==> config.mk <==
export PLATFORM = sky130hd
export DESIGN_NAME = sfdl_ram
export DESIGN_NICKNAME = d
export VERILOG_FILES = /design/src/design/sfdl_ram.sv
export SDC_FILE = /design/constraint.sdc
export NUM_CORES = 1
export LEC_CHECK = 0
export ABC_CLOCK_PERIOD_IN_PS = 1800
export BUFFER_PORTS_ARGS = -buffer_cell sky130_fd_sc_hd__buf_2
export CAP_MARGIN = 15
export CORE_ASPECT_RATIO = 0.75
export CORE_MARGIN = 2
export CORE_UTILIZATION = 55
export DETAILED_ROUTE_END_ITERATION = 7
export PLACE_DENSITY = 0.77
export SYNTH_ARGS = -nofsm -noshare
export SYNTH_HDL_FRONTEND = slang
export SYNTH_SLANG_ARGS = --single-unit
==> constraint.sdc <==
create_clock -name clk -period 1.8 [get_ports clk]
set_input_delay 0.18 -clock clk [delete_from_list [all_inputs] [get_ports clk]]
set_output_delay 0.18 -clock clk [all_outputs]
set_load 0.005 [all_outputs]
==> src/design/sfdl_ram.sv <==
module sfdl_ram #(
  parameter int WIDTH = 8,
  parameter int DEPTH = 16,
  localparam int AW = $clog2(DEPTH)
) (
  input  logic             clk,
  input  logic             we,
  input  logic [AW-1:0]    waddr,
  input  logic [WIDTH-1:0] wdata,
  input  logic [AW-1:0]    raddr,
  output logic [WIDTH-1:0] rdata
);

  logic [WIDTH-1:0] mem [DEPTH];

  always_ff @(posedge clk) begin
    if (we) begin
      mem[waddr] <= wdata;
    end
    rdata <= mem[raddr];
  end

endmodule

==> impl_metrics.csv, run 1 <==
group,metric,value,unit
outcome,run_status,"complete, no violations",
drt,vias,2482,
place,dp_hpwl,6.124,mm
die,start_util,56.67,%
setup_path,critPathSlowestCell,"mux4_1",
grt,grt_overflow,0,
cells_and_area,layout_commonest_cell,"edfxtp_1",
clock_tree,cts-root-buf,"clkbuf_16",
sta,slew_violations,0,
clock_tree,cts_max_path_buffers,2,
yosys,ys_ff_latch,136,
cells_and_area,layout.nets,307,
pwr,power_switching,0.001506,W
clock_tree,htreeDepth,4,
pwr,powerDensity,1177,mW/mm2
clock_tree,clock_latency,0.41,ns
setup_path,critPathRequiredTime,2.09,ns
sta,min_period_over_period,75.17,%
yosys,ys_seq_area_share,77.78,%
drt,ant_nets,0,
cells_and_area,antenna_cells,0,
setup_path,cp-end-kind,"flip-flop",
drt,drt_iter0_markers,301,
clock_tree,cts_buffers,17,
setup_path,r2r_start,"mem[10][4]",
flow_run,maxCapViolCount,0,
cells_and_area,area_growth,19.37,%
clock_tree,cts_setup_buffers,0,
worst_hold_path,hp-class,"input port to flip-flop",
sta,period_minus_slack,1.353,ns
drt,wl,9.762,mm
setup_path,crit_arrival,1.64,ns
yosys,yosys_warnings,0,
sta,hold_viol_final,0,
yosys,synth_area,0.005147,mm2
yosys,netlist_instances,229,
grt,grt_pass1_wl,15.08,mm
sta,tns,0,ns
sta,setup_violations,0,
setup_path,cp-startpoint,"mem[10][4]",
clock_tree,clk_pin_slew_worst_paths,0.06,ns
setup_path,critPathBufInv,0,
setup_path,crit_family,"multiplexers",
pwr,p_clk_share,46.2,%
setup_path,cp_cell_sequence,"mux4_1, a22oi_1, nand2_1",
setup_path,crit_fanout,1,
setup_path,critPathMaxStageDelay,0.49,ns
sta,tightest_slew,0.3621,ns
place,portBuffers,25,
grt,grt_pass1_vias,2625,
cells_and_area,drive_gt1_share,33.44,%
drt,routedWlPerCell,22.70,um
place,place.gp.congestion,0.7429,
die,core,0.009084,mm2
clock_tree,cts_resized,0,
pwr,p_seq_share,49.2,%
die,die_h,87.78,um
cells_and_area,most-common-layout-cells,"edfxtp_1, buf_2, buf_4, mux4_2, clkbuf_16",
pwr,switching_share,20.82,%
pwr,combPwrFrac,4.6,%
sta,skew,0.004180,ns
die,die-area,0.01016,mm2
die,ios,26,
cells_and_area,final_core_util,67.64,%
drt,drt_drc_violations_left,0,
grt,grt_max_degree,26,
grt,grt_use_total,21.94,%
sta,rsz0062_at_grt,"no",
drt,routed_via_density,5.772,
clock_tree,cts.sinks,136,
grt,grt_antenna_before_repair,0,
clock_tree,cts_tree,"built",
pwr,internal_power,0.005726,W
setup_path,start_kind,"flip-flop",
sta,clock.fmax,739.1,MHz
yosys,yosysUniqueCellTypes,19,
clock_tree,holdBufCountCts,0,
yosys,synth_nets,247,
sta,relSlewSlack,75.86,%
pwr,power.leakage,2.115,nW
yosys,avgSynthCellArea,22.48,um2
worst_hold_path,worstHoldStart,"wdata[7]",
die,die_x,115.7,um
setup_path,worstSetupPathType,"flip-flop to flip-flop",
drt,drtPass1Iterations,4,
pwr,vdd_drop_max,0.8814,mV
die,row_count,30,
## area by class of cell
cell class,count,area (um2)
clock buffers,17,425.4
clock inverters,15,152.6
fillers,580,2939
multi-input cells,83,1057
flip-flops and latches,136,4004
well taps,128,160.2
repair buffers,51,345.3
## per-stage QoR
step / hold slack, ns / instances / worst slack, ns / area, um2 / total power [W]
global placement: 0.5570 / 398 / 0.2012 / 5567 / 0.003946
CTS: 0.1488 / 430 / 0.4517 / 6145 / 0.007267
finish: 0.1580 / 430 / 0.4470 / 6145 / 0.007232
floorplan: 0.2789 / 229 / 0.1271 / 5147 / 0.003803
global route: 0.1591 / 430 / 0.3763 / 6145 / 0.007452
detailed placement: 0.5563 / 398 / 0.2128 / 5567 / 0.003958
## worst paths after layout
path | endpoint | slack (ns) | cells past startpoint
setup / recovery | rdata[4] | 0.45 | 3
hold / removal | mem[12][7] | 0.16 | 1
setup reg to reg | rdata[4] | 0.45 | 3
hold reg to reg | rdata[3] | 0.66 | 3
## kinds of logic (layout without fill, tap and decap cells)
logic type,Yosys count,after routing,synth area share (%)
and+or+nand+nor,35,35,3.184
muxes,32,32,15.02
buffers and inverters,10,83,1.677
AOI/OAI and AO/OA,16,16,2.334
DFF,136,136,77.78
## flip-flops by register name, indices dropped and copies added (netlist names)
signal and flops:
rdata 8, mem 128
## layer usage
layer  vias up  global-route usage [%]  routed length [um]
li1       1096                       -                   -
met1      1271                   29.60                4160
met2       104                   34.08                4683
met3        11                   8.443                 812
met4         0                   6.494                 106
met5         -                       0                   0
## power by group through the flow
stage | sequential (W) | clock (W) | combinational (W)
final | 0.00356 | 0.00334 | 0.000330
after global routing | 0.00357 | 0.00352 | 0.000360
after CTS | 0.00356 | 0.00337 | 0.000334
after detailed placement | 0.00363 | 0 | 0.000331
after global placement | 0.00362 | 0 | 0.000322
after floorplan | 0.00362 | 0 | 0.000180
## synthesized netlist by cell type (all sizes together)
library cell / number / share of area [%]
a22oi: 16 / 2.3
and2: 1 / 0.12
and2b: 1 / 0.15
buf: 7 / 1.1
clkdlybuf4s25: 3 / 0.58
dfxtp: 8 / 3.1
edfxtp: 128 / 75
mux4: 32 / 15
nand2: 9 / 0.66
nand2b: 2 / 0.24
nand3: 1 / 0.097
nand3b: 2 / 0.29
nor2: 13 / 0.95
nor2b: 1 / 0.12
nor3: 4 / 0.39
or3b: 1 / 0.17
(Power assumes the default switching activity.)
==> inputs of run 2 (changes only) <==
--- a/config.mk
+++ b/config.mk
@@ -5,14 +5,15 @@
 export SDC_FILE = /design/constraint.sdc
 export NUM_CORES = 1
 export LEC_CHECK = 0
-export ABC_CLOCK_PERIOD_IN_PS = 1800
+export ABC_AREA = 1
+export ABC_CLOCK_PERIOD_IN_PS = 1400
 export BUFFER_PORTS_ARGS = -buffer_cell sky130_fd_sc_hd__buf_2
 export CAP_MARGIN = 15
 export CORE_ASPECT_RATIO = 0.75
 export CORE_MARGIN = 2
 export CORE_UTILIZATION = 55
 export DETAILED_ROUTE_END_ITERATION = 7
-export PLACE_DENSITY = 0.77
+export PLACE_DENSITY = 0.76
 export SYNTH_ARGS = -nofsm -noshare
 export SYNTH_HDL_FRONTEND = slang
 export SYNTH_SLANG_ARGS = --single-unit
==> constraint.sdc (replaced) <==
create_clock -name clk -period 1.4 [get_ports clk]
set_input_delay 0.14 -clock clk [delete_from_list [all_inputs] [get_ports clk]]
set_output_delay 0.14 -clock clk [all_outputs]
set_load 0.005 [all_outputs]
==> impl_metrics.csv, run 2 <==
group,metric,value,unit
place,dp_hpwl,8.072,mm
yosys,ys_seq_area_share,69.43,%
place,portBuffers,25,
die,die-area,0.01133,mm2
clock_tree,clock_latency,0.41,ns
pwr,p_clk_share,43.9,%
yosys,synth_edf_count,128,
cells_and_area,largest_register_ffs,128,
drt,wl,12.82,mm
setup_path,worstSetupPathType,"flip-flop to flip-flop",
clock_tree,htreeDepth,4,
flow_run,maxCapViolCount,0,
worst_hold_path,hp-class,"input port to flip-flop",
die,row_count,32,
pwr,combPwrFrac,6.2,%
sta,rsz0062_at_grt,"no",
cells_and_area,layout.nets,614,
sta,tns,0,ns
drt,ant_nets,0,
drt,routedWlPerCell,17.20,um
yosys,yosys_most_used_dff,"edfxtp_1",
clock_tree,cts_resized,0,
clock_tree,cts-root-buf,"clkbuf_16",
drt,drt_drc_violations_left,0,
setup_path,r2r_cells,6,
pwr,vdd_drop_max,1.033,mV
outcome,run_status,"complete, no violations",
cells_and_area,antenna_cells,0,
die,start_util,56.26,%
setup_path,r2r_start,"mem[6][6]",
yosys,avgSynthCellArea,10.47,um2
grt,grt_antenna_before_repair,0,
cells_and_area,most-common-layout-cells,"nand2_1, edfxtp_1, inv_1, nand3_1, buf_2",
place,place.gp.congestion,0.8534,
yosys,yosys_warnings,0,
yosys,synth_area_leader_cell,"edfxtp_1",
setup_path,start_kind,"flip-flop",
pwr,p_seq_share,49.9,%
yosys,yosysUniqueCellTypes,12,
sta,clock.fmax,961.8,MHz
die,ios,26,
clock_tree,cts_tree,"built",
yosys,ys_ff_latch,136,
clock_tree,clk_pin_slew_worst_paths,0.05,ns
pwr,power.leakage,2.917,nW
drt,drtPass1Iterations,7,
yosys,async_flop_share,0,%
pwr,switching_share,21.02,%
die,core,0.01025,mm2
sta,period_minus_slack,1.040,ns
cells_and_area,stdcell_count,745,
setup_path,cp-end-kind,"flip-flop",
cells_and_area,area_growth,15.17,%
pwr,internal_power,0.007250,W
yosys,yosys-top-cells-area,"edfxtp_1, nand2_1, nand3_1, inv_1, dfxtp_1",
clock_tree,cts_max_path_buffers,2,
clock_tree,cts_setup_buffers,0,
sta,skew,0.005077,ns
cells_and_area,n_fill_cell,818,
sta,tightest_slew,0.3894,ns
place,place_ws,0.1588,ns
clock_tree,holdBufCountCts,0,
pwr,powerDensity,1382,mW/mm2
sta,slew_violations,0,
grt,grt_overflow,0,
drt,drt_iter0_markers,398,
pwr,power_switching,0.001929,W
yosys,synth_area,0.005767,mm2
setup_path,crit_fanout,1,
sta,setup_ws,0.3603,ns
setup_path,r2r_end,"rdata[6]",
drt,vias,3884,
grt,grt_use_total,24.62,%
drt,routed_via_density,5.213,
sta,relSlewSlack,74.04,%
die,die_h,92.68,um
cells_and_area,largest_registers,"mem x128, rdata x8",
setup_path,crit_arrival,1.34,ns
sta,min_period_over_period,74.27,%
cells_and_area,regArea,0.004004,mm2
yosys,synth_nets,569,
grt,grt_pass1_vias,3909,
yosys,netlist_instances,551,
die,die_x,122.2,um
setup_path,crit_end,"rdata[6]",
sta,hold_viol_final,0,
yosys,synth_most_common_cell,"nand2_1",
setup_path,r2r_setup_slack,0.36,ns
clock_tree,cts_buffers,17,
cells_and_area,multi_input_area,0.001214,mm2
grt,grt_pass1_wl,20.02,mm
place,placed_cells,713,
cells_and_area,top_register,"mem",
setup_path,cp-startpoint,"mem[6][6]",
cells_and_area,drive_gt1_share,12.48,%
sta,setup_violations,0,
yosys,ys_top_cells_by_count,"nand2_1, edfxtp_1, inv_1, nand3_1, nor2_1",
grt,grt_max_degree,47,
yosys,synth.top_cell.area_share,66.65,%
clock_tree,cts.sinks,136,
cells_and_area,layout_commonest_cell,"nand2_1",
cells_and_area,final_core_util,64.79,%
setup_path,critPathRequiredTime,1.70,ns
[run 2: cell types whose count changed after synthesis, moves of 4 or more]
cell     delta
inv_1     +100
mux4_2     -18
nand3_1    +96
buf_2      +10
nand2_1   +164
nor3_1      -4
nor2_1      +4
mux4_1     -14
a22oi_1    -16
[run 2: layer usage]
metal  up-vias  global-route usage, %  share of wire (%)
li1       1861                      -                  -
met1      1858                  33.47                 43
met2       152                  37.64                 48
met3        13                  7.574                7.8
met4         0                  8.908                1.2
met5         -                      0                  0
[run 2: how the worst min path moves through the flow]
stage	from	end	slack, ns	depth (start not counted)
2_1_floorplan	wdata[0]	mem[0][0]	0.24	0
6_report	raddr[3]	rdata[0]	0.08	3
3_3_place_gp	raddr[3]	rdata[0]	0.49	3
5_1_grt	raddr[3]	rdata[0]	0.08	3
3_5_place_dp	raddr[3]	rdata[5]	0.50	3
4_1_cts	raddr[3]	rdata[5]	0.06	3
[run 2: through the flow]
step | cell area [um2] | total power, W | hold WS [ns]
6_report | 6641 | 0.009180 | 0.07869
5_1_grt | 6641 | 0.009455 | 0.07635
4_1_cts | 6641 | 0.009223 | 0.06204
3_5_place_dp | 6108 | 0.005222 | 0.4954
3_3_place_gp | 6108 | 0.005205 | 0.4906
2_1_floorplan | 5767 | 0.004982 | 0.2389
[run 2: final cells by class]
class | count | share of cell area, %
sequential | 136 | 60.29
clock inverter | 5 | 0.7536
tap | 136 | 2.562
inverter | 102 | 5.765
clock buffer | 27 | 7.272
timing repair buffer | 50 | 5.087
multi-input combinational | 289 | 18.27
[run 2: worst max-delay path: stages (launching register included)]
cell	delay [ns]
edfxtp_1	0.35
inv_1	0.06
nand2_1	0.07
nand3_1	0.09
nand3_1	0.10
nand3_1	0.19
nand2_1	0.07
[run 2: cell families after synthesis]
kind of cell,after synthesis,share of synthesized area [%]
buf+inv,126,9.525
flops,136,69.43
simple gates,289,21.05
[run 2: power groups by stage]
stage	Sequential [W]	Combinational, W	Clock, W
final	0.00458	0.000566	0.00403
after global routing	0.00459	0.000626	0.00424
after CTS	0.00458	0.000563	0.00408
after detailed placement	0.00466	0.000558	0
after global placement	0.00466	0.000543	0
after floorplan	0.00466	0.000321	0
==> inputs of run 3 (changes only) <==
==> config.mk (replaced) <==
export PLATFORM = sky130hd
export DESIGN_NAME = sfdl_ram
export DESIGN_NICKNAME = d
export VERILOG_FILES = /design/src/design/sfdl_ram.sv
export SDC_FILE = /design/constraint.sdc
export NUM_CORES = 1
export LEC_CHECK = 0
export ABC_AREA = 0
export ABC_CLOCK_PERIOD_IN_PS = 1000
export BUFFER_PORTS_ARGS = -buffer_cell sky130_fd_sc_hd__buf_2
export CAP_MARGIN = 15
export CORE_ASPECT_RATIO = 0.75
export CORE_MARGIN = 2
export CORE_UTILIZATION = 55
export DETAILED_ROUTE_END_ITERATION = 7
export PLACE_DENSITY = 0.77
export SYNTH_ARGS = -nofsm -noshare
export SYNTH_HDL_FRONTEND = slang
export SYNTH_SLANG_ARGS = --single-unit
==> constraint.sdc (replaced) <==
create_clock -name clk -period 1 [get_ports clk]
set_input_delay 0.1 -clock clk [delete_from_list [all_inputs] [get_ports clk]]
set_output_delay 0.1 -clock clk [all_outputs]
set_load 0.005 [all_outputs]
==> impl_metrics.csv, run 3 (synthesis results as in run 1) <==
group,metric,value,unit
clock_tree,clk_pin_slew_worst_paths,0.06,ns
cells_and_area,drive_gt1_share,45.57,%
die,die_h,87.78,um
clock_tree,cts_tree,"built",
place,portBuffers,25,
worst_hold_path,min_path_cells,1,
clock_tree,clock_latency,0.42,ns
die,row_count,30,
cells_and_area,layout_commonest_cell,"edfxtp_1",
place,dp_hpwl,6.051,mm
setup_path,critPathRequiredTime,1.29,ns
setup_path,r2r_setup_slack,-0.33,ns
sta,setup_violations,8,
drt,wl,9.926,mm
grt,use_met2,33.71,%
setup_path,crit_arrival,1.63,ns
clock_tree,holdBufCountCts,0,
flow_run,maxCapViolCount,0,
pwr,powerDensity,2107,mW/mm2
sta,skew,0.01225,ns
sta,slew_violations,0,
clock_tree,cts_buffers,17,
grt,busiest_layer,"met2",
setup_path,worstSetupPathType,"flip-flop to flip-flop",
setup_path,crit_fanout,1,
setup_path,r2r_end,"rdata[5]",
clock_tree,cts-root-buf,"clkbuf_16",
die,core,0.009084,mm2
drt,ant_nets,0,
worst_hold_path,hold_end,"mem[4][4]",
setup_path,critPathMaxStageDelay,0.51,ns
setup_path,r2r_cells,3,
drt,drtPass1Iterations,5,
worst_hold_path,worstHoldStart,"wdata[4]",
clock_tree,cts_max_path_buffers,2,
grt,grt_pass1_vias,2595,
sta,hold_slack,0.07016,ns
clock_tree,cts.sinks,136,
grt,grt_max_degree,20,
cells_and_area,area_growth,25.64,%
setup_path,critPathBufInv,0,
clock_tree,htreeDepth,4,
worst_hold_path,hp-class,"input port to flip-flop",
pwr,vdd_drop_max,1.654,mV
cells_and_area,antenna_cells,0,
die,ios,26,
cells_and_area,layout.nets,310,
grt,grt_use_total,21.60,%
grt,gr-usage-met3,6.851,%
die,die_x,115.7,um
sta,clock.fmax,750.9,MHz
place,placed_cells,401,
cells_and_area,largest_register_ffs,128,
place,place.gp.congestion,0.7370,
cells_and_area,stdcell_count,433,
grt,use_met1,29.75,%
drt,drt_drc_violations_left,0,
sta,rsz0062_at_grt,"yes",
grt,grt_pass1_wl,14.98,mm
die,die-area,0.01016,mm2
drt,drt_iter0_markers,340,
clock_tree,cts_setup_buffers,0,
drt,routed_via_density,5.721,
outcome,violations,"setup timing",
cells_and_area,top_register,"mem",
sta,relSlewSlack,39.61,%
pwr,total_power,0.01363,W
setup_path,cp_cell_sequence,"mux4_2, a22oi_2, nand2_1",
place,place_ws,-0.4667,ns
drt,routedWlPerCell,22.92,um
setup_path,critPathSlowestCell,"mux4_2",
pwr,power.leakage,2.149,nW
cells_and_area,design_area,0.006467,mm2
sta,min_period_over_period,133.2,%
grt,grt_overflow,0,
cells_and_area,largest_registers,"mem x128, rdata x8",
sta,setup_ws,-0.3318,ns
drt,vias,2477,
setup_path,start_kind,"flip-flop",
setup_path,crit_family,"multiplexers",
outcome,run_status,"complete, but fails checks",
grt,grt_antenna_before_repair,0,
cells_and_area,most-common-layout-cells,"edfxtp_1, mux4_2, buf_2, buf_12, clkbuf_16",
setup_path,r2r_start,"mem[10][5]",
die,start_util,56.67,%
sta,hold_viol_final,0,
sta,period_minus_slack,1.332,ns
sta,tightest_slew,0.9025,ns
place,placed_area,0.005821,mm2
setup_path,cp-end-kind,"flip-flop",
[run 3: power by group]
part	switching, W	internal [W]	total (W)
Sequential	0.0000422	0.00638	0.00642
Clock	0.00233	0.00418	0.00651
Combinational	0.000364	0.000329	0.000692
[run 3: routing by layer]
metal | up-vias | wire, um
met5 | - | 0
met4 | 0 | 135
met3 | 13 | 522
met2 | 90 | 4946
met1 | 1286 | 4321
li1 | 1088 | -
[run 3: final cells by class]
type / count / area [um2]
clock buffers: 18 / 429.2
clock inverters: 14 / 198.9
fillers: 563 / 2616
multi-input cells: 83 / 1104
flip-flops and latches: 136 / 4008
well taps: 128 / 160.2
repair buffers: 54 / 568.0
[run 3: worst max path at each step]
stage | start | endpoint | slack (ns) | depth (start not counted)
after floorplan | waddr[2] | mem[0][0] | -0.20 | 2
after global placement | raddr[0] | rdata[2] | -0.40 | 5
after detailed placement | raddr[0] | rdata[0] | -0.47 | 5
after CTS | mem[11][5] | rdata[5] | -0.31 | 3
after global routing | mem[11][5] | rdata[5] | -0.35 | 3
final | mem[10][5] | rdata[5] | -0.33 | 3
[run 3: per-stage QoR]
stage | util (%) | TNS [ns]
after global routing | 71.20 | -2.451
after global placement | 64.08 | -28.81
after CTS | 71.16 | -2.074
final | 71.20 | -2.095
after floorplan | - | -9.931
after detailed placement | 64.08 | -30.62
[run 3: repair_timing]
| item | 4_1_cts | 5_1_grt |
|---|---|---|
| pin swaps | 3 | 2 |
| gates resized for setup | 3 | 3 |
| endpoints found under the hold margin | 0 | 0 |
| endpoints found under the setup margin | 8 | 11 |
